File: config.mk
export PLATFORM = sky130hd
export DESIGN_NAME = weighted_uniform_remap_flat
export DESIGN_NICKNAME = d
export VERILOG_FILES = /design/src/design/wur_pkg.sv /design/src/design/wur_if.sv /design/src/design/wur_weight_store.sv /design/src/design/wur_divider.sv /design/src/design/weighted_uniform_remap.sv /design/src/flat_wrapper.sv
export SDC_FILE = /design/constraint.sdc
export NUM_CORES = 2
export LEC_CHECK = 0
export BUFFER_PORTS_ARGS = -buffer_cell sky130_fd_sc_hd__buf_2
export CAP_MARGIN = 25
export CORE_MARGIN = 5
export CORE_UTILIZATION = 50
export DETAILED_ROUTE_END_ITERATION = 7
export PLACE_DENSITY = 0.66
export SLEW_MARGIN = 30
export SYNTH_ARGS = -nofsm -noshare
export SYNTH_HDL_FRONTEND = slang
export SYNTH_SLANG_ARGS = --single-unit
File: constraint.sdc
create_clock -name clk -period 11.1 [get_ports clk]
set_clock_uncertainty 0.2 [all_clocks]
set_input_delay 1.11 -clock clk [delete_from_list [all_inputs] [get_ports clk]]
set_output_delay 1.11 -clock clk [all_outputs]
set_load 0.01 [all_outputs]
File: src/design/wur_pkg.sv
// ----------------------------------------------------------------------------
// wur_pkg: shared constants and types for the weighted uniform remap block
// Field widths of the channels and the request/response bundle of the
// shared serial divider.
// ----------------------------------------------------------------------------
`default_nettype none

package wur_pkg;

  localparam int unsigned DATA_W   = 32;  // sample and result width
  localparam int unsigned NUMW_W   = 5;   // num_weights register width
  localparam int unsigned WIDX_W   = 4;   // weight_index field width
  localparam int unsigned WVAL_W   = 16;  // weight_value field width
  localparam int unsigned DIVCNT_W = 6;   // holds DATA_W iterations

  localparam logic [DATA_W-1:0] ALL_ONES = '1;

  localparam logic KIND_SAMPLE = 1'b0;
  localparam logic KIND_LOAD   = 1'b1;

  localparam logic STATUS_OK       = 1'b0;
  localparam logic STATUS_ZERO_SUM = 1'b1;

  typedef struct packed {
    logic              start;
    logic [DATA_W-1:0] dividend;
    logic [DATA_W-1:0] divisor;
  } div_req_t;

  typedef struct packed {
    logic              done;
    logic [DATA_W-1:0] quotient;
  } div_rsp_t;

endpackage : wur_pkg

`default_nettype wire

File: src/design/wur_if.sv
// ----------------------------------------------------------------------------
// wur_if: valid/ready channel interfaces of the weighted uniform remap block
// One interface for the input transactions, one for the results.
// ----------------------------------------------------------------------------
`default_nettype none

interface wur_in_if;
  import wur_pkg::*;

  logic                valid;
  logic                ready;
  logic                kind;
  logic [DATA_W-1:0]   sample_value;
  logic [WIDX_W-1:0]   weight_index;
  logic [WVAL_W-1:0]   weight_value;

  modport source (output valid, kind, sample_value, weight_index, weight_value,
                  input ready);
  modport sink   (input valid, kind, sample_value, weight_index, weight_value,
                  output ready);
endinterface : wur_in_if

interface wur_out_if;
  import wur_pkg::*;

  logic              valid;
  logic              ready;
  logic [DATA_W-1:0] remapped;
  logic              status;

  modport source (output valid, remapped, status, input ready);
  modport sink   (input valid, remapped, status, output ready);
endinterface : wur_out_if

`default_nettype wire

File: src/design/wur_weight_store.sv
// ----------------------------------------------------------------------------
// wur_weight_store: weight table memory
// One write port, one registered read port. Per-entry valid bits cleared at
// reset make never-written entries read as zero.
// ----------------------------------------------------------------------------
`default_nettype none

module wur_weight_store #(
  parameter int unsigned MAX_WEIGHTS = 16,
  parameter int unsigned WEIGHT_BITS = 16,
  localparam int unsigned IDX_W = (MAX_WEIGHTS > 1) ? $clog2(MAX_WEIGHTS) : 1
) (
  input  wire logic                   clk,
  input  wire logic                   rst_n,
  input  wire logic                   wr_en,
  input  wire logic [IDX_W-1:0]       wr_addr,
  input  wire logic [WEIGHT_BITS-1:0] wr_data,
  input  wire logic [IDX_W-1:0]       rd_addr,
  output logic      [WEIGHT_BITS-1:0] rd_data
);

  logic [WEIGHT_BITS-1:0] mem [MAX_WEIGHTS];
  logic [MAX_WEIGHTS-1:0] valid_r;
  logic [WEIGHT_BITS-1:0] rd_data_r;
  logic                   rd_valid_r;

  always_ff @(posedge clk) begin
    if (wr_en) begin
      mem[wr_addr] <= wr_data;
    end
    rd_data_r <= mem[rd_addr];
  end

  always_ff @(posedge clk) begin
    if (!rst_n) begin
      valid_r    <= '0;
      rd_valid_r <= 1'b0;
    end else begin
      if (wr_en) begin
        valid_r[wr_addr] <= 1'b1;
      end
      rd_valid_r <= valid_r[rd_addr];
    end
  end

  assign rd_data = rd_valid_r ? rd_data_r : '0;

endmodule : wur_weight_store

`default_nettype wire

File: src/design/wur_divider.sv
// ----------------------------------------------------------------------------
// wur_divider: shared serial unsigned divider
// Restoring division, one quotient bit per cycle. A start pulse loads the
// dividend (divisor read live); done pulses for one cycle with the quotient.
// ----------------------------------------------------------------------------
`default_nettype none

module wur_divider (
  input  wire logic              clk,
  input  wire logic              rst_n,
  input  wire wur_pkg::div_req_t req,
  output wur_pkg::div_rsp_t      rsp
);
  import wur_pkg::*;

  logic [DATA_W-1:0]   rem_r, rem_nxt;
  logic [DATA_W-1:0]   quo_r, quo_nxt;
  logic [DIVCNT_W-1:0] cnt_r, cnt_nxt;
  logic                done_r, done_nxt;
  logic [DATA_W:0]     rem_shift;
  logic [DATA_W:0]     trial;

  always_comb begin
    rem_shift = {rem_r, quo_r[DATA_W-1]};
    trial     = rem_shift - {1'b0, req.divisor};
    rem_nxt   = rem_r;
    quo_nxt   = quo_r;
    cnt_nxt   = cnt_r;
    done_nxt  = 1'b0;
    if (req.start) begin
      rem_nxt = '0;
      quo_nxt = req.dividend;
      cnt_nxt = DIVCNT_W'(DATA_W);
    end else if (cnt_r != '0) begin
      // take the trial difference when it does not go negative
      if (!trial[DATA_W]) begin
        rem_nxt = trial[DATA_W-1:0];
        quo_nxt = {quo_r[DATA_W-2:0], 1'b1};
      end else begin
        rem_nxt = rem_shift[DATA_W-1:0];
        quo_nxt = {quo_r[DATA_W-2:0], 1'b0};
      end
      cnt_nxt  = cnt_r - 1'b1;
      done_nxt = (cnt_r == DIVCNT_W'(1));
    end
  end

  always_ff @(posedge clk) begin
    rem_r <= rem_nxt;
    quo_r <= quo_nxt;
  end

  always_ff @(posedge clk) begin
    if (!rst_n) begin
      cnt_r  <= '0;
      done_r <= 1'b0;
    end else begin
      cnt_r  <= cnt_nxt;
      done_r <= done_nxt;
    end
  end

  assign rsp.done     = done_r;
  assign rsp.quotient = quo_r;

endmodule : wur_divider

`default_nettype wire

File: src/design/weighted_uniform_remap.sv
// ----------------------------------------------------------------------------
// weighted_uniform_remap: piecewise uniform inverse-CDF remap
// Remaps a uniform 32-bit value through a table of integer bin weights,
// using one serial divider and one multiplier under a sequencer.
// ----------------------------------------------------------------------------
//  channel | dir | handshake          | payload
//  in_if   | in  | valid/ready        | kind, sample_value, weight_index,
//          |     |                    | weight_value
//  out_if  | out | valid/ready        | remapped, status
//  cfg     | in  | cfg_wr_en          | cfg_wr_data (num_weights)
//
//  A load transaction gives no result and leaves the sequencer idle. A sample
//  that hits a bin makes four passes of the serial divider, one that runs
//  past the last bin makes one and a zero weight sum none. in_if.ready is
//  high only while the sequencer is idle; a finished result waits in the
//  output register and stalls only the final step of the next sample. Reset
//  clears the weight table (valid bits), num_weights to 1 and all handshakes.
// ----------------------------------------------------------------------------
`default_nettype none

module weighted_uniform_remap #(
  parameter int unsigned MAX_WEIGHTS = 16,
  parameter int unsigned WEIGHT_BITS = 16
) (
  input  wire logic                       clk,
  input  wire logic                       rst_n,
  wur_in_if.sink                          in_if,
  wur_out_if.source                       out_if,
  input  wire logic                       cfg_wr_en,
  input  wire logic [wur_pkg::NUMW_W-1:0] cfg_wr_data
);
  import wur_pkg::*;

  localparam int unsigned IDX_W = (MAX_WEIGHTS > 1) ? $clog2(MAX_WEIGHTS) : 1;

  localparam logic [3:0] S_IDLE     = 4'd0;
  localparam logic [3:0] S_SUM_RD   = 4'd1;
  localparam logic [3:0] S_SUM_ACC  = 4'd2;
  localparam logic [3:0] S_DIV      = 4'd3;
  localparam logic [3:0] S_WALK_RD  = 4'd4;
  localparam logic [3:0] S_WALK_LAT = 4'd5;
  localparam logic [3:0] S_MUL      = 4'd6;
  localparam logic [3:0] S_MUL_USE  = 4'd7;
  localparam logic [3:0] S_FINISH   = 4'd8;

  localparam logic [1:0] DT_STEP  = 2'd0;
  localparam logic [1:0] DT_OSTEP = 2'd1;
  localparam logic [1:0] DT_QUO   = 2'd2;
  localparam logic [1:0] DT_OFF   = 2'd3;

  localparam logic [1:0] MT_SPAN = 2'd0;
  localparam logic [1:0] MT_OFF  = 2'd1;
  localparam logic [1:0] MT_BASE = 2'd2;

  logic [3:0]             state_r, state_nxt;
  logic [NUMW_W-1:0]      num_weights_r;
  logic [DATA_W-1:0]      u_r, u_nxt;
  logic [NUMW_W-1:0]      n_r, n_nxt;
  logic [NUMW_W-1:0]      i_r, i_nxt;
  logic [DATA_W-1:0]      sum_r, sum_nxt;
  logic [DATA_W-1:0]      step_r, step_nxt;
  logic [DATA_W-1:0]      ostep_r, ostep_nxt;
  logic [DATA_W-1:0]      quo_r, quo_nxt;
  logic [DATA_W-1:0]      off_r, off_nxt;
  logic [WEIGHT_BITS-1:0] w_r, w_nxt;
  logic [DATA_W-1:0]      mul_p_r, mul_p_nxt;
  logic [DATA_W-1:0]      res_r, res_nxt;
  logic                   status_r, status_nxt;
  logic [1:0]             div_tag_r, div_tag_nxt;
  logic [1:0]             mul_tag_r, mul_tag_nxt;
  div_req_t               div_req_r, div_req_nxt;
  div_rsp_t               div_rsp;
  logic                   out_valid_r, out_valid_nxt;
  logic [DATA_W-1:0]      out_remapped_r, out_remapped_nxt;
  logic                   out_status_r, out_status_nxt;

  logic                   in_accept;
  logic                   wr_en;
  logic [WEIGHT_BITS-1:0] rd_data;
  logic [DATA_W-1:0]      mul_a, mul_b;
  logic [DATA_W-1:0]      sum_add;
  logic                   last_bin;

  assign in_if.ready = (state_r == S_IDLE);
  assign in_accept   = in_if.valid && in_if.ready;
  assign wr_en       = in_accept && (in_if.kind == KIND_LOAD) &&
                       (32'(in_if.weight_index) < MAX_WEIGHTS);

  wur_weight_store #(
    .MAX_WEIGHTS (MAX_WEIGHTS),
    .WEIGHT_BITS (WEIGHT_BITS)
  ) u_store (
    .clk     (clk),
    .rst_n   (rst_n),
    .wr_en   (wr_en),
    .wr_addr (IDX_W'(in_if.weight_index)),
    .wr_data (WEIGHT_BITS'(in_if.weight_value)),
    .rd_addr (IDX_W'(i_r)),
    .rd_data (rd_data)
  );

  wur_divider u_div (
    .clk   (clk),
    .rst_n (rst_n),
    .req   (div_req_r),
    .rsp   (div_rsp)
  );

  // shared multiplier operands, low 32 bits of the product are kept
  always_comb begin
    unique case (mul_tag_r)
      MT_SPAN: begin
        mul_a = DATA_W'(w_r);
        mul_b = step_r;
      end
      MT_OFF: begin
        mul_a = sum_r;
        mul_b = quo_r;
      end
      MT_BASE: begin
        mul_a = ostep_r;
        mul_b = DATA_W'(i_r);
      end
      default: begin
        mul_a = '0;
        mul_b = '0;
      end
    endcase
  end

  assign sum_add  = sum_r + DATA_W'(rd_data);
  assign last_bin = (i_r == n_r - 1'b1);

  always_comb begin
    state_nxt        = state_r;
    u_nxt            = u_r;
    n_nxt            = n_r;
    i_nxt            = i_r;
    sum_nxt          = sum_r;
    step_nxt         = step_r;
    ostep_nxt        = ostep_r;
    quo_nxt          = quo_r;
    off_nxt          = off_r;
    w_nxt            = w_r;
    mul_p_nxt        = mul_p_r;
    res_nxt          = res_r;
    status_nxt       = status_r;
    div_tag_nxt      = div_tag_r;
    mul_tag_nxt      = mul_tag_r;
    div_req_nxt      = div_req_r;
    div_req_nxt.start = 1'b0;
    out_valid_nxt    = out_valid_r;
    out_remapped_nxt = out_remapped_r;
    out_status_nxt   = out_status_r;

    if (out_valid_r && out_if.ready) begin
      out_valid_nxt = 1'b0;
    end

    unique case (state_r)
      S_IDLE: begin
        if (in_accept && (in_if.kind == KIND_SAMPLE)) begin
          u_nxt   = in_if.sample_value;
          i_nxt   = '0;
          sum_nxt = '0;
          if (32'(num_weights_r) > MAX_WEIGHTS) begin
            n_nxt = NUMW_W'(MAX_WEIGHTS);
          end else begin
            n_nxt = num_weights_r;
          end
          if (num_weights_r == '0) begin
            res_nxt    = ALL_ONES;
            status_nxt = STATUS_ZERO_SUM;
            state_nxt  = S_FINISH;
          end else begin
            state_nxt = S_SUM_RD;
          end
        end
      end
      S_SUM_RD: begin
        state_nxt = S_SUM_ACC;
      end
      S_SUM_ACC: begin
        sum_nxt = sum_add;
        if (last_bin) begin
          i_nxt = '0;
          if (sum_add == '0) begin
            res_nxt    = ALL_ONES;
            status_nxt = STATUS_ZERO_SUM;
            state_nxt  = S_FINISH;
          end else begin
            div_req_nxt = '{start: 1'b1, dividend: ALL_ONES, divisor: sum_add};
            div_tag_nxt = DT_STEP;
            state_nxt   = S_DIV;
          end
        end else begin
          i_nxt     = i_r + 1'b1;
          state_nxt = S_SUM_RD;
        end
      end
      S_DIV: begin
        if (div_rsp.done) begin
          unique case (div_tag_r)
            DT_STEP: begin
              step_nxt  = div_rsp.quotient;
              state_nxt = S_WALK_RD;
            end
            DT_OSTEP: begin
              ostep_nxt   = div_rsp.quotient;
              div_req_nxt = '{start: 1'b1, dividend: u_r, divisor: DATA_W'(w_r)};
              div_tag_nxt = DT_QUO;
            end
            DT_QUO: begin
              quo_nxt     = div_rsp.quotient;
              mul_tag_nxt = MT_OFF;
              state_nxt   = S_MUL;
            end
            DT_OFF: begin
              off_nxt     = div_rsp.quotient;
              mul_tag_nxt = MT_BASE;
              state_nxt   = S_MUL;
            end
            default: begin
              state_nxt = S_DIV;
            end
          endcase
        end
      end
      S_WALK_RD: begin
        state_nxt = S_WALK_LAT;
      end
      S_WALK_LAT: begin
        w_nxt       = rd_data;
        mul_tag_nxt = MT_SPAN;
        state_nxt   = S_MUL;
      end
      S_MUL: begin
        mul_p_nxt = mul_a * mul_b;
        state_nxt = S_MUL_USE;
      end
      S_MUL_USE: begin
        unique case (mul_tag_r)
          MT_SPAN: begin
            if (u_r < mul_p_r) begin
              // hit bin: a nonzero span implies a nonzero weight
              div_req_nxt = '{start: 1'b1, dividend: ALL_ONES,
                              divisor: DATA_W'(n_r)};
              div_tag_nxt = DT_OSTEP;
              state_nxt   = S_DIV;
            end else begin
              u_nxt = u_r - mul_p_r;
              if (last_bin) begin
                res_nxt    = ALL_ONES;
                status_nxt = STATUS_OK;
                state_nxt  = S_FINISH;
              end else begin
                i_nxt     = i_r + 1'b1;
                state_nxt = S_WALK_RD;
              end
            end
          end
          MT_OFF: begin
            div_req_nxt = '{start: 1'b1, dividend: mul_p_r, divisor: DATA_W'(n_r)};
            div_tag_nxt = DT_OFF;
            state_nxt   = S_DIV;
          end
          MT_BASE: begin
            res_nxt    = mul_p_r + off_r;
            status_nxt = STATUS_OK;
            state_nxt  = S_FINISH;
          end
          default: begin
            state_nxt = S_IDLE;
          end
        endcase
      end
      S_FINISH: begin
        // hold until the output register is free
        if (!out_valid_r || out_if.ready) begin
          out_valid_nxt    = 1'b1;
          out_remapped_nxt = res_r;
          out_status_nxt   = status_r;
          state_nxt        = S_IDLE;
        end
      end
      default: begin
        state_nxt = S_IDLE;
      end
    endcase
  end

  always_ff @(posedge clk) begin
    u_r                <= u_nxt;
    n_r                <= n_nxt;
    i_r                <= i_nxt;
    sum_r              <= sum_nxt;
    step_r             <= step_nxt;
    ostep_r            <= ostep_nxt;
    quo_r              <= quo_nxt;
    off_r              <= off_nxt;
    w_r                <= w_nxt;
    mul_p_r            <= mul_p_nxt;
    res_r              <= res_nxt;
    status_r           <= status_nxt;
    div_tag_r          <= div_tag_nxt;
    mul_tag_r          <= mul_tag_nxt;
    out_remapped_r     <= out_remapped_nxt;
    out_status_r       <= out_status_nxt;
  end

  always_ff @(posedge clk) begin
    if (!rst_n) begin
      state_r         <= S_IDLE;
      div_req_r       <= '0;
      out_valid_r     <= 1'b0;
      num_weights_r   <= NUMW_W'(1);
    end else begin
      state_r         <= state_nxt;
      div_req_r       <= div_req_nxt;
      out_valid_r     <= out_valid_nxt;
      if (cfg_wr_en) begin
        num_weights_r <= cfg_wr_data;
      end
    end
  end

  assign out_if.valid    = out_valid_r;
  assign out_if.remapped = out_remapped_r;
  assign out_if.status   = out_status_r;

endmodule : weighted_uniform_remap

`default_nettype wire

File: src/flat_wrapper.sv
// flat-port wrapper written by rule: the top's interface ports become plain ports
module weighted_uniform_remap_flat import wur_pkg::*;
#(
  parameter int unsigned MAX_WEIGHTS = 16,
  parameter int unsigned WEIGHT_BITS = 16
)
  (clk, rst_n, cfg_wr_en, cfg_wr_data, in_if_valid, in_if_kind, in_if_sample_value, in_if_weight_index, in_if_weight_value, in_if_ready, out_if_valid, out_if_remapped, out_if_status, out_if_ready);
  wur_in_if in_if_i ();
  wur_out_if out_if_i ();
  input  wire logic clk;
  input  wire logic rst_n;
  input  wire logic cfg_wr_en;
  input  wire logic [wur_pkg::NUMW_W-1:0] cfg_wr_data;
  input wire logic [$bits(in_if_i.valid)-1:0] in_if_valid;
  input wire logic [$bits(in_if_i.kind)-1:0] in_if_kind;
  input wire logic [$bits(in_if_i.sample_value)-1:0] in_if_sample_value;
  input wire logic [$bits(in_if_i.weight_index)-1:0] in_if_weight_index;
  input wire logic [$bits(in_if_i.weight_value)-1:0] in_if_weight_value;
  output wire logic [$bits(in_if_i.ready)-1:0] in_if_ready;
  output wire logic [$bits(out_if_i.valid)-1:0] out_if_valid;
  output wire logic [$bits(out_if_i.remapped)-1:0] out_if_remapped;
  output wire logic [$bits(out_if_i.status)-1:0] out_if_status;
  input wire logic [$bits(out_if_i.ready)-1:0] out_if_ready;
  assign in_if_i.valid = in_if_valid;
  assign in_if_i.kind = in_if_kind;
  assign in_if_i.sample_value = in_if_sample_value;
  assign in_if_i.weight_index = in_if_weight_index;
  assign in_if_i.weight_value = in_if_weight_value;
  assign in_if_ready = in_if_i.ready;
  assign out_if_valid = out_if_i.valid;
  assign out_if_remapped = out_if_i.remapped;
  assign out_if_status = out_if_i.status;
  assign out_if_i.ready = out_if_ready;
  weighted_uniform_remap #(.MAX_WEIGHTS(MAX_WEIGHTS), .WEIGHT_BITS(WEIGHT_BITS)) u_core (.clk(clk), .rst_n(rst_n), .in_if(in_if_i), .out_if(out_if_i), .cfg_wr_en(cfg_wr_en), .cfg_wr_data(cfg_wr_data));
endmodule
# [Word level (Yosys, flattened, before mapping)]
# Memory sizes are Yosys's and may differ from the RTL's. A register that Yosys moved wholly into a read port is not among the register bits.
# Cells that the tools add are included.
[word_totals] regBits=483 memories=1 wordCells=189 ramBits=256 inputBits=63 out_inout_bits=35
[classes] mux=74 add_sub_neg=7 mul=1 bitwise=4 reduce_logical=35 order_cmp=5 eq_ne=33
[mem_list] name="u_core.u_store.mem" depth=16 word_bits=16 rd=1 rd_clocked_by_memory_dff=1 wr=1 line_no="wur_weight_store.sv:22" rtl="logic [WEIGHT_BITS-1:0] mem [MAX_WEIGHTS];"
[ops] cell="$mux W32" count=13
[ops] cell="$mux W65" count=5
[ops] cell="$pmux W32 S3" count=3
[ops] cell="$pmux W65 S3" count=1
[ops] cell="$pmux W32 S2" count=3
[ops] cell="$pmux W65 S2" count=1
[ops] cell="$pmux W4 S9" count=1
[ops] cell="$sub A33 B32 Y33" count=1
[ops] cell="$add A32 B16 Y32" count=1
[ops] cell="$add A32 B32 Y32" count=1
[ops] cell="$logic_not A32 Y1" count=1
[ops] cell="$lt A32 B32 Y1" count=1
[ops] cell="$mul A32 B32 Y32" count=1
[ops] cell="$mux W4" count=8
[ops] cell="$sub A32 B32 Y32" count=1
[ops] cell="$mux W5" count=5
[ops] cell="$eq A4 B3 Y1 const B" count=4
[ops] cell="$mux W16" count=1
[ops] cell="$or A16 B16 Y16" count=1
[ops] cell="$pmux W5 S3" count=1
[ops] cell="$reduce_and A3 Y1" count=5
[ops] cell="$mux W1" count=14
[ops] cell="$mux W2" count=6
[ops] cell="$mux W6" count=2
[ops] cell="43 further kinds" count=78

# [Longest topological paths before layout]
[logic_depth] word_depth=6 depth_mapped=35 ltp_nobuf=30

# [Modules after synthesis]
# From an unflattened synthesis, not the netlist that was laid out.
[hier_totals] cells_unflattened=4546 area_unflattened_um2=50495.9
[by_module_without_submodules] mod="weighted_uniform_remap" instances=1 seq_area_each_um2=11110.7 cells_per_inst=3489 area_per_inst_um2=34703.3
[by_module_without_submodules] mod="wur_weight_store" instances=1 seq_area_each_um2=8348.0 cells_per_inst=503 area_per_inst_um2=10731.5
[by_module_without_submodules] mod="wur_divider" instances=1 seq_area_each_um2=1741.7 cells_per_inst=554 area_per_inst_um2=5061.1

# [Worst setup path before layout]
# Ideal clock, no wire load.
[synth_path] path_kind="flip-flop to flip-flop" from="reg u_core.mul_tag_r[1]" to="reg u_core.mul_p_r[31] (data pin)" t_required_ns=10.639 period_less_slack_ns=8.974 t_arrival_ns=8.513 path_buffers=6 setup_ns=0.261 stages_incl_launch_ff=32 setup_slack_ns=2.126 path_cell_list="edfxtp_1 -> clkbuf_1 -> clkbuf_1 -> clkbuf_1 -> clkbuf_1 -> clkbuf_1 -> o21a_1 -> clkbuf_1 -> nor2_1 -> fa_1 -> inv_1 -> fa_1 -> inv_1 -> fa_1 -> inv_1 -> fa_1 -> inv_1 -> ha_1 -> ha_1 -> fa_1 -> fa_1 -> ha_1 -> or4_1 -> o21ai_0 -> o21ai_0 -> o41ai_1 -> o21ai_0 -> or4_1 -> a21oi_1 -> o21bai_1 -> a41oi_1 -> xnor2_1"
[synth_via] elab_chain_cells=3 word_cells_on_any_way=6 classes_between="mul (1); eq/ne (2); mux (2); reduce/logical (1)"
[synth_rtl] item="from (decl)" line_no="weighted_uniform_remap.sv:70" rtl="logic [1:0] mul_tag_r, mul_tag_nxt;"
[synth_rtl] item="from (signal assigned)" line_no="weighted_uniform_remap.sv:306" rtl="mul_tag_r <= mul_tag_nxt;"
[synth_rtl] item="$eq A2 B2 Y1, or another cell as far along" line_no="weighted_uniform_remap.sv:111" rtl="unique case (mul_tag_r)"
[synth_rtl] item="$pmux W32 S3" line_no="weighted_uniform_remap.sv:111"
[synth_rtl] item="$mul A32 B32 Y32 *" line_no="weighted_uniform_remap.sv:238" rtl="mul_p_nxt = mul_a * mul_b;"
[synth_rtl] item="to (signal assigned)" line_no="weighted_uniform_remap.sv:302" rtl="mul_p_r <= mul_p_nxt;"
[synth_rtl] item="to (decl)" line_no="weighted_uniform_remap.sv:66" rtl="logic [DATA_W-1:0] mul_p_r, mul_p_nxt;"
# Mark *: on every way between the ends. The rest lies on a longest branch, timed or not.
# A chain may end at the register's enable or synchronous reset.

# [Worst setup path in the final report]
[layout_path] from="reg u_core.mul_tag_r[1]" to="reg u_core.mul_p_r[28] (data pin)"
# Same word-level chain as after synthesis.

==> results <==
- The number of enable-type register cells in the synthesized netlist is 608.
- Headroom to the max-slew limit came out at between 30% and 40%.
- The number of fill cells is 8534.
- The number of global-route vias before repair is 34.4k.
- The post-synthesis sequential element count is 755.
- The total standard cell area after synthesis is 50000 um2.
- The basic-gate share of the synthesized area counting and, or, nand and nor cells is 11.5%.
- The total overflow reported by the global router is 0.
- The final-report max-slew violation count is 0.
- The final HPWL from detailed placement is 104000 um.
- The latest clock arrival within the worst-skew pair is 630 ps.
- The count of distinct cell types in the synthesized netlist is 84.
- The post-route netlist has under 10% of its cells at a drive strength greater than 1.
- The start of the worst register-to-register path is u_core.mul_tag_r[1].
- After the last flow step, the layout net total stands at 5309.
- After the first detailed-routing iteration, the DRC count stood at 3238.
- The flow ran to the end, and the final reports show no timing, DRC or antenna violations.
- The total number of clock tree sinks is 755.
- The number of buffer cells added on primary ports is 97.
- The residual antenna-violating net count after detailed routing is 0.
- Detailed routing inserted a total of approximately 35k vias.
- For the finished layout, the period the worst path requires is 9610 ps.
- The area share of the largest cell type after synthesis is 36.5%.
- For this run, the number of standard cells in the final layout without fillers is around 6k.
- The power per unit of standard cell area is roughly 190 nW/um2.
- Of the total synthesized cell area, the portion taken by full adders, half adders and majority gates is 22.5%.
- The most instantiated flip-flop cell in the synthesis netlist is sky130_fd_sc_hd__edfxtp_1.
- The growth of design area from synthesis to finish is 9.25%.
- The sum of routed wire length over all layers is 140000 um.
- The sum of internal, switching and leakage power is 10.1 mW.
- The overall global routing resource usage is 26.1%.
- For this run, design rule violations remaining after detail routing come to 0.
- The required time of the critical path is 11270 ps.
- The startpoint identified for the worst hold timing path is u_core.res_r[5].
- Setup violations remaining at the end of the flow were counted as 0.
- Dividing the synthesized area by the synthesized cell count gives 11.0 um2.
- The reported leakage power is 21.8 nW.
- By area the synthesized netlist is led by sky130_fd_sc_hd__edfxtp_1, sky130_fd_sc_hd__fa_1, sky130_fd_sc_hd__ha_1, sky130_fd_sc_hd__dfxtp_1, sky130_fd_sc_hd__nand2_1.
- The maximum net fanout on the critical path is 17.
- The ratio of routed vias to standard cells is 5.79.
- The final worst-path cycle share is ~87%.
- The number of standard cells after synthesis is 4560.
- Summed over all failing endpoints, the final setup total negative slack is 0 ps.
- The biggest area consumer among synthesized cells is sky130_fd_sc_hd__edfxtp_1.
- The maximum clock path buffer count is 3.
- After synthesis, the largest family of logic cells by area is adder cells.
- The number of buffers inserted for hold repair after clock tree synthesis is 0.
- Counting the buffers created by CTS gives 76.
- The most frequent cell on the critical path is sky130_fd_sc_hd__fa_1.
- When the netlist entered floorplanning its net count stood at roughly 5.3k.
- The floorplan step set the die height to 326 um.
- The number of antenna violations at the first check in global routing is 4.
- The floorplan has 116 rows.
- The number of max-cap violations is 0.
- The type of the tightest min-delay check is reg2reg.
- The effective utilization at floorplan is 50.1%.
- The total number of H-tree levels is 3.
- Counting flops with an async set or reset pin after synthesis yields a share of 0%.
- The standard cell core area is 99700 um2.
- Before antenna repair, the detailed router went through 8 iterations.
- The peak supply drop is between 150 and 200 uV.
- The endpoint kind of the worst setup timing path is a flop.
- The pin count of the biggest net entering global routing is 106.
- STA classifies the critical path startpoint as a flop.
- The hold violation count in the final report is 0.
- The critical path's slowest cell is sky130_fd_sc_hd__edfxtp_1.
- Measured against the total synthesized area, the mux share comes to slightly above 5%.
- Routability-driven placement finished with a final weighted congestion of 0.982.
- Setup repair after global routing left no endpoint under its margin.
- The cell count after placement is ~5.8k.
- After clock tree synthesis, the setup repair step added 0 buffers.
- The register clock-pin slew on the reported worst setup and hold paths is ~60 ps.
- The floorplan step set the die width to ~330 um.
- Clock tree synthesis selected as its root buffer the cell sky130_fd_sc_hd__clkbuf_16.
- TritonCTS built the clock tree.
- For this run, the slowest stage of the critical path takes 780 ps.
- The type of the worst setup path is reg2reg.
- The signal arrival time at the worst endpoint is 9770 ps.
- The maximum clock rate is around 0.10 GHz.
- The launching instance or port of the critical path is u_core.mul_tag_r[1].
- The synthesized-area fraction occupied by xor and xnor cells is 3.68%.
- The count of pins on the block boundary is 98.
- The count of yosys warnings during synthesis is 0.
- The compound-gate portion of the synthesized area is 9.40%.
- The area of the die is 106000 um2.
- The slew at the pin closest to its max-slew limit is 1040 ps.
- The sequential cell area fraction in the yosys report is 42.4%.
- Post-CTS repair changed the size of 0 cells.
- The first global-routing pass estimated approximately 210000 um of wire.
- In the final routed layout, each cell accounts on average for 23.5 um.
-- placed cells by master, fill, tap and decap left out, types with 19 or more instances in the layout --
cell	Yosys	layout
sky130_fd_sc_hd__a21o_1	46	45
sky130_fd_sc_hd__xnor2_1	134	134
sky130_fd_sc_hd__a221o_1	39	39
sky130_fd_sc_hd__mux2i_1	118	118
sky130_fd_sc_hd__or2_2	28	28
sky130_fd_sc_hd__dfxtp_1	147	146
sky130_fd_sc_hd__ha_1	239	239
sky130_fd_sc_hd__nand3_1	34	33
sky130_fd_sc_hd__nor2_1	498	481
sky130_fd_sc_hd__a21oi_1	157	156
sky130_fd_sc_hd__nor3_1	69	62
sky130_fd_sc_hd__a22o_1	30	30
sky130_fd_sc_hd__inv_1	502	502
sky130_fd_sc_hd__buf_2	10	96
sky130_fd_sc_hd__a221oi_1	19	19
sky130_fd_sc_hd__edfxtp_1	608	608
sky130_fd_sc_hd__mux4_2	37	37
sky130_fd_sc_hd__mux2_2	47	47
sky130_fd_sc_hd__a211oi_1	45	45
sky130_fd_sc_hd__nand2_1	520	520
sky130_fd_sc_hd__fa_1	412	412
sky130_fd_sc_hd__nor2b_1	47	43
sky130_fd_sc_hd__nand2b_1	25	25
sky130_fd_sc_hd__o21a_1	69	67
sky130_fd_sc_hd__buf_4	2	60
sky130_fd_sc_hd__and2_1	37	35
sky130_fd_sc_hd__a22oi_1	25	25
sky130_fd_sc_hd__clkbuf_16	0	78
sky130_fd_sc_hd__o21ai_0	164	163
sky130_fd_sc_hd__xor2_1	76	75
-- through the flow --
stage / hold slack (ps) / worst slack (ps) / utilization [%] / instance area (um2)
after floorplan: 200 / 2130 / - / 50000
after global placement: 201 / 1830 / 52.1 / 51900
after detailed placement: 205 / 1570 / 52.1 / 51900
after CTS: 219 / 1580 / 54.7 / 54600
after global routing: 224 / 1040 / 54.8 / 54600
final: 218 / 1490 / 54.8 / 54600
-- final cells by class --
class | instances | area, um2 | area share [%]
clock inverters | 42 | 523 | 0.957
diodes | 2 | 5.00 | 0.00916
clock buffers | 100 | 2100 | 3.85
multi-input cells | 3099 | 26300 | 48.1
well taps | 1298 | 1620 | 2.97
inverters | 503 | 1890 | 3.46
flip-flops and latches | 755 | 21200 | 38.8
repair buffers | 160 | 1010 | 1.85
-- logic make-up (layout without fill, tap and decap cells) --
group / count (synthesis) / after routing
other: 0 / 2
adders and majority gates: 651 / 651
AOI/OAI and AO/OA: 702 / 702
buffers and inverters: 706 / 805
muxes: 202 / 202
DFF: 755 / 755
and+or+nand+nor: 1334 / 1334
xor gates and xnor gates: 210 / 210
-- final timing paths --
check | end | slack, ps | cells past startpoint
setup / recovery | u_core.mul_p_r[28] | 1490 | 30
hold / removal | u_core.out_if.remapped[5] | 220 | 0
setup reg to reg | u_core.mul_p_r[28] | 1490 | 30
hold reg to reg | u_core.out_if.remapped[5] | 220 | 0
-- cell usage after synthesis (4+ instances only) --
cell type and number:
sky130_fd_sc_hd__nand3_1 34, sky130_fd_sc_hd__or2_2 28, sky130_fd_sc_hd__nor3_1 69, sky130_fd_sc_hd__inv_1 502, sky130_fd_sc_hd__or3_1 16, sky130_fd_sc_hd__a21oi_1 157
sky130_fd_sc_hd__mux4_2 37, sky130_fd_sc_hd__o31ai_1 4, sky130_fd_sc_hd__buf_1 32, sky130_fd_sc_hd__or4_1 5, sky130_fd_sc_hd__xor2_1 76, sky130_fd_sc_hd__dfxtp_1 147
sky130_fd_sc_hd__a31oi_1 12, sky130_fd_sc_hd__xnor2_1 134, sky130_fd_sc_hd__buf_2 10, sky130_fd_sc_hd__nor3b_1 8, sky130_fd_sc_hd__and2_1 37, sky130_fd_sc_hd__mux2i_1 118
sky130_fd_sc_hd__clkbuf_1 152, sky130_fd_sc_hd__a211o_1 4, sky130_fd_sc_hd__o21ai_1 15, sky130_fd_sc_hd__ha_1 239, sky130_fd_sc_hd__a221o_1 39, sky130_fd_sc_hd__nand2_1 520
sky130_fd_sc_hd__a211oi_1 45, sky130_fd_sc_hd__nor2b_1 47, sky130_fd_sc_hd__a32o_1 4, sky130_fd_sc_hd__fa_1 412, sky130_fd_sc_hd__buf_6 7, sky130_fd_sc_hd__a221oi_1 19
sky130_fd_sc_hd__nand4_1 9, sky130_fd_sc_hd__o21a_1 69, sky130_fd_sc_hd__o21bai_1 16, sky130_fd_sc_hd__and3_1 16, sky130_fd_sc_hd__edfxtp_1 608, sky130_fd_sc_hd__a21o_1 46
sky130_fd_sc_hd__nand2b_1 25, sky130_fd_sc_hd__o21ai_0 164, sky130_fd_sc_hd__o211a_1 4, sky130_fd_sc_hd__o31a_1 6, sky130_fd_sc_hd__mux2_2 47, sky130_fd_sc_hd__nor2_1 498
sky130_fd_sc_hd__a22oi_1 25, sky130_fd_sc_hd__a22o_1 30, sky130_fd_sc_hd__o211ai_1 10
-- power breakdown --
group | switching, mW | total [mW] | internal, mW
Sequential | 0.324 | 3.82 | 3.50
Combinational | 2.16 | 3.64 | 1.48
Clock | 1.11 | 2.67 | 1.57
-- registers in the layout, summed over array words and instances (netlist names), 4 cells and up --
name,flops
u_core.step_r,32
u_core.ostep_r,32
u_core.u_r,32
u_core.u_div.rem_r,32
u_core.u_div.quo_r,32
u_core.off_r,32
u_core.u_store.rd_data_r,16
u_core.i_r,5
u_core.state_r,4
u_core.w_r,16
u_core.u_div.cnt_r,6
u_core.num_weights_r,5
u_core.quo_r,32
u_core.div_req_r,65
u_core.n_r,5
u_core.u_store.valid_r,16
u_core.mul_p_r,32
u_core.u_store.mem,256
u_core.sum_r,32
u_core.out_if.remapped,32
u_core.res_r,32
-- critical path: cells and delay by family, from the launching register on --
family | cells | cell delay (ps)
adders and majority gates | 9 | 3510
xor gates and xnor gates | 1 | 80
and+or+nand+nor | 7 | 2050
buffers and inverters | 4 | 220
AOI/OAI and AO/OA | 9 | 2520
DFF | 1 | 780
-- routing by layer --
layer	GRT usage [%]	up-vias	part of all wire, %
li1	-	15593	-
met1	35.1	17232	40
met2	42.8	1406	47
met3	3.96	270	7.7
met4	10.8	0	4.8
met5	0	-	0
(Power assumes the default switching activity.)
